File: src/rtl/sps_pkg.sv
// Shared types, codes and constants for the sorted pair-sum search block.
package sps_pkg;

  localparam int unsigned MAX_ENTRIES_DEF = 256;
  localparam int unsigned VAL_W           = 32;
  localparam int unsigned IDX_W           = 8;

  typedef enum logic [1:0] {
    REQ_CLEAR  = 2'd0,
    REQ_APPEND = 2'd1,
    REQ_QUERY  = 2'd2
  } req_e;

  typedef enum logic [1:0] {
    ST_ACCEPTED = 2'd0,
    ST_FULL     = 2'd1,
    ST_FOUND    = 2'd2,
    ST_NO_PAIR  = 2'd3
  } status_e;

  typedef enum logic [2:0] {
    S_IDLE,
    S_APP_STEP,
    S_APP_CMP,
    S_Q_RLO,
    S_Q_RHI,
    S_Q_CMP
  } state_e;

  typedef struct packed {
    logic [1:0]              req_type;
    logic signed [VAL_W-1:0] operand_value;
  } in_item_t;

  typedef struct packed {
    logic [1:0]       status;
    logic [IDX_W-1:0] first_index;
    logic [IDX_W-1:0] second_index;
  } out_item_t;

  typedef struct packed {
    logic gt;
    logic eq;
  } cmp_res_t;

endpackage

File: src/rtl/sps_cmp_unit.sv
// Shared 33-bit add and signed compare against a target.
module sps_cmp_unit (
  input  logic signed [sps_pkg::VAL_W-1:0] op_a,
  input  logic signed [sps_pkg::VAL_W-1:0] op_b,
  input  logic signed [sps_pkg::VAL_W-1:0] target,
  output sps_pkg::cmp_res_t                res
);

  logic signed [sps_pkg::VAL_W:0] sum;
  logic signed [sps_pkg::VAL_W:0] tgt;

  always_comb begin
    sum    = {op_a[sps_pkg::VAL_W-1], op_a} + {op_b[sps_pkg::VAL_W-1], op_b};
    tgt    = {target[sps_pkg::VAL_W-1], target};
    res.gt = (sum > tgt);
    res.eq = (sum == tgt);
  end

endmodule

File: config.mk
export PLATFORM = sky130hd
export DESIGN_NAME = sps_cmp_unit
export DESIGN_NICKNAME = d
export VERILOG_FILES = /design/src/rtl/sps_pkg.sv /design/src/rtl/sps_cmp_unit.sv
export SDC_FILE = /design/constraint.sdc
export NUM_CORES = 1
export LEC_CHECK = 0
export BUFFER_PORTS_ARGS = -buffer_cell sky130_fd_sc_hd__buf_4
export CORE_AREA = 5 5 101 103
export DETAILED_ROUTE_END_ITERATION = 6
export DIE_AREA = 0 0 106 108
export SLEW_MARGIN = 10
export SYNTH_ARGS = -nofsm -noshare
export SYNTH_HDL_FRONTEND = slang
export SYNTH_SLANG_ARGS = --single-unit
File: constraint.sdc
create_clock -name vclk -period 7.71
set_input_delay 0.771 -clock vclk [all_inputs]
set_output_delay 0.771 -clock vclk [all_outputs]
set_load 0.03 [all_outputs]
==> metrics.md <==
| Metric | Value |
|---|---|
| Hold endpoint | res[0] |
| Starting DRT DRC Count | 159 |
| Area grow syn2layout | 31.1% |
| Hold Vio Cnt, Final | 0 |
| Gr usage total | 13.7% |
| CP max stage delay | 0.39 ns |
| Commonest non-fill, non-tap cells in the layout | 98 x buf_4, 65 x ha_1, 45 x a21oi_1 |
| Fill count | 967 |
| Area taken by flip-flops and latches | 0 um^2 |
| Switching share of power | between 50% and 60% |
| Cell variety after synth | 48 |
| Share of power burned in registers | 0% |
| Yosys warning total | 0 |
| Pin count of the biggest net entering global routing | 11 |
| Total gr overflow | 0 |
| Critical path capture point type | primary output |
| Via Count | ~3000 |
| Hold Buf Count CTS | 0 |
| Post-route ant nets | 0 |
| Max-slew violation count | 0 |
| Final period util | 65.3% |
| Cell area after synthesis | 2680 um^2 |
| Die area | between 10000 and 15000 um^2 |
| Postcts setup bufs | 0 |
| Maxcap violations | 0 |
| Power share of the combinational group | 100.0% |
| Slew @ Worst Pin | a little under 0.4 ns |
| IO Port Bufs | 98 |
| RSZ-0062 raised after global routing | false |
| NetSw | 164 uW |
| WL per Instance | 13.9 um |
| Maximum vdd drop | 27.2 uV |
| Core box area | a little over 9000 um^2 |
| Cts repair resizes | 0 |
| DRC | 0 |
| IO Pins | slightly below 100 |
| Met3 Use GR | 1.49% |
| Slew headroom | about three quarters |
| Final core utilization | between 30% and 40% |
| # nets final | 642 |
| Initial antenna violation count | 0 |
| Mapped Avg Cell Area | 6.90 um^2 |
| Most common cell after layout, fill and taps aside | buf_4 |
| Total Power | 311 uW |
| Gr busiest metal | met2 |
| Drt pass-1 iters | 6 |
| Die Wd | roughly 110 um |
| Setup violators final | 0 |
| Syn Nets | 550 |
| Final setup TNS | 0 ns |
| Cell Int Power | between 100 and 150 uW |
| Post-synthesis sequential area ratio | 0% |
| Grt met1 use | 18.5% |
| First-pass GRT wire length | 13.5 mm |
| Crit-path slowest cell | fa_1 |
| Top post-synthesis cells by area | ha_1 30%, a21oi_1 8.4%, xnor2_1 6.9%, nand2_1 5.9%, inv_1 5.7% |
| Clock share of power | 0% |
| WP data arrival | 4.26 ns |
| FF+latch count | 0 |
| Vias/cell | 5.16 |
| Dpl hpwl | roughly 7.5 mm |
| CP startpoint kind | input pin |
| CP cell instances | buf_4 > ha_1 > inv_1 > fa_1 > and2b_1 > o2111ai_1 > a21o_1 > a21oi_1 > xor2_1 > ha_1 > nand4_1 > or2_2 > a2111oi_0 > o31ai_1 > a211oi_1 > buf_4 |
| Worst hold path depth | 6 |
| Met2 Usage GRT | 24.8% |
| # diodes | 0 |
| HP Class | input pin to primary output |
| Tmin final | slightly above 5 ns |
| Die height | 108 um |
| Vias in the first global route | 3041 |
| Final-layout clock buffer total | 0 |
| Synth area leader | ha_1 |
| CP required | roughly 7 ns |
| Crit-path max FO | 6 |
| Power density over the cells | 88.7 nW/um^2 |
| Worst Min Path Start | target[4] |
| Top-area cell type share of the netlist area | 30.4% |
| Rows | 35 |
| Post-synthesis cell count | a little under 400 |
| Final GP Congestion | 0.852 |
| Leak pwr | 0.00178 uW |
| Share of cells above drive strength 1 | 22.4% |
| Worst Setup Path Type | input pin to primary output |
| Maximum operating frequency | between 150 and 200 MHz |
| Final wirelength | 8.20 mm |
| Initial core utilization | between 20% and 30% |
| Outcome | completed |
[critical path, delay by kind of cell]
family / cells / cell delay (ns)
simple gates: 3 / 0.65
compound gates: 6 / 1.42
buf+inv: 3 / 0.37
xor+xnor: 1 / 0.14
fa+ha+maj: 3 / 0.90
[cell type report]
| class | count | area (um^2) | area share, % |
|---|---|---|---|
| multi-input cells | 339 | 2480 | 70.7 |
| repair buffers | 98 | 736 | 21.0 |
| inverters | 41 | 154 | 4.38 |
| well taps | 111 | 139 | 3.96 |
[routing by layer]
layer	share of wire, %	vias up
met5	0	-
met1	47	1360
li1	-	1599
met3	5.4	2
met2	48	76
met4	0.28	0
[kinds of logic after synthesis]
| family | count (synthesis) | share of synthesized area (%) |
|---|---|---|
| buffers and inverters | 49 | 7.33 |
| multiplexers | 2 | 0.841 |
| AO/OA/AOI/OAI | 130 | 31.3 |
| AND/OR/NAND/NOR | 113 | 20.3 |
| adder cells (fa/ha/maj) | 66 | 31.1 |
| XOR/XNOR | 28 | 9.15 |
[power by group through the flow]
stage / clock (uW) / combinational [uW] / sequential (uW)
after floorplan: 0 / 216 / 0
after global placement: 0 / 306 / 0
after detailed placement: 0 / 311 / 0
after CTS: 0 / 312 / 0
after global routing: 0 / 353 / 0
final: 0 / 311 / 0
[cells in the mapped netlist (all sizes together) (7+ instances only)]
| cell | count |
|---|---|
| a211oi | 7 |
| a21o | 14 |
| a21oi | 46 |
| buf | 8 |
| ha | 65 |
| inv | 41 |
| nand2 | 43 |
| nand3 | 8 |
| nand4 | 7 |
| nor2 | 27 |
| o21ai | 26 |
| xnor2 | 21 |
| xor2 | 7 |
[worst max-delay path by stage]
stage | startpoint | endpoint | cells past startpoint
floorplan | op_a[0] | res[1] | 15
global placement | op_a[0] | res[1] | 16
detailed placement | op_a[0] | res[1] | 16
CTS | op_a[0] | res[1] | 16
global route | op_a[0] | res[1] | 16
finish | op_a[0] | res[1] | 16
[through the flow]
step,cells,hold slack [ns],worst slack (ns),cell area [um^2]
after floorplan,388,2.00,2.32,2680
after global placement,589,2.22,2.75,3510
after detailed placement,589,2.23,2.63,3510
after CTS,589,2.24,2.62,3510
after global routing,589,2.29,2.33,3510
final,589,2.24,2.68,3510
No activity file was read; power rests on OpenSTA's default activity.
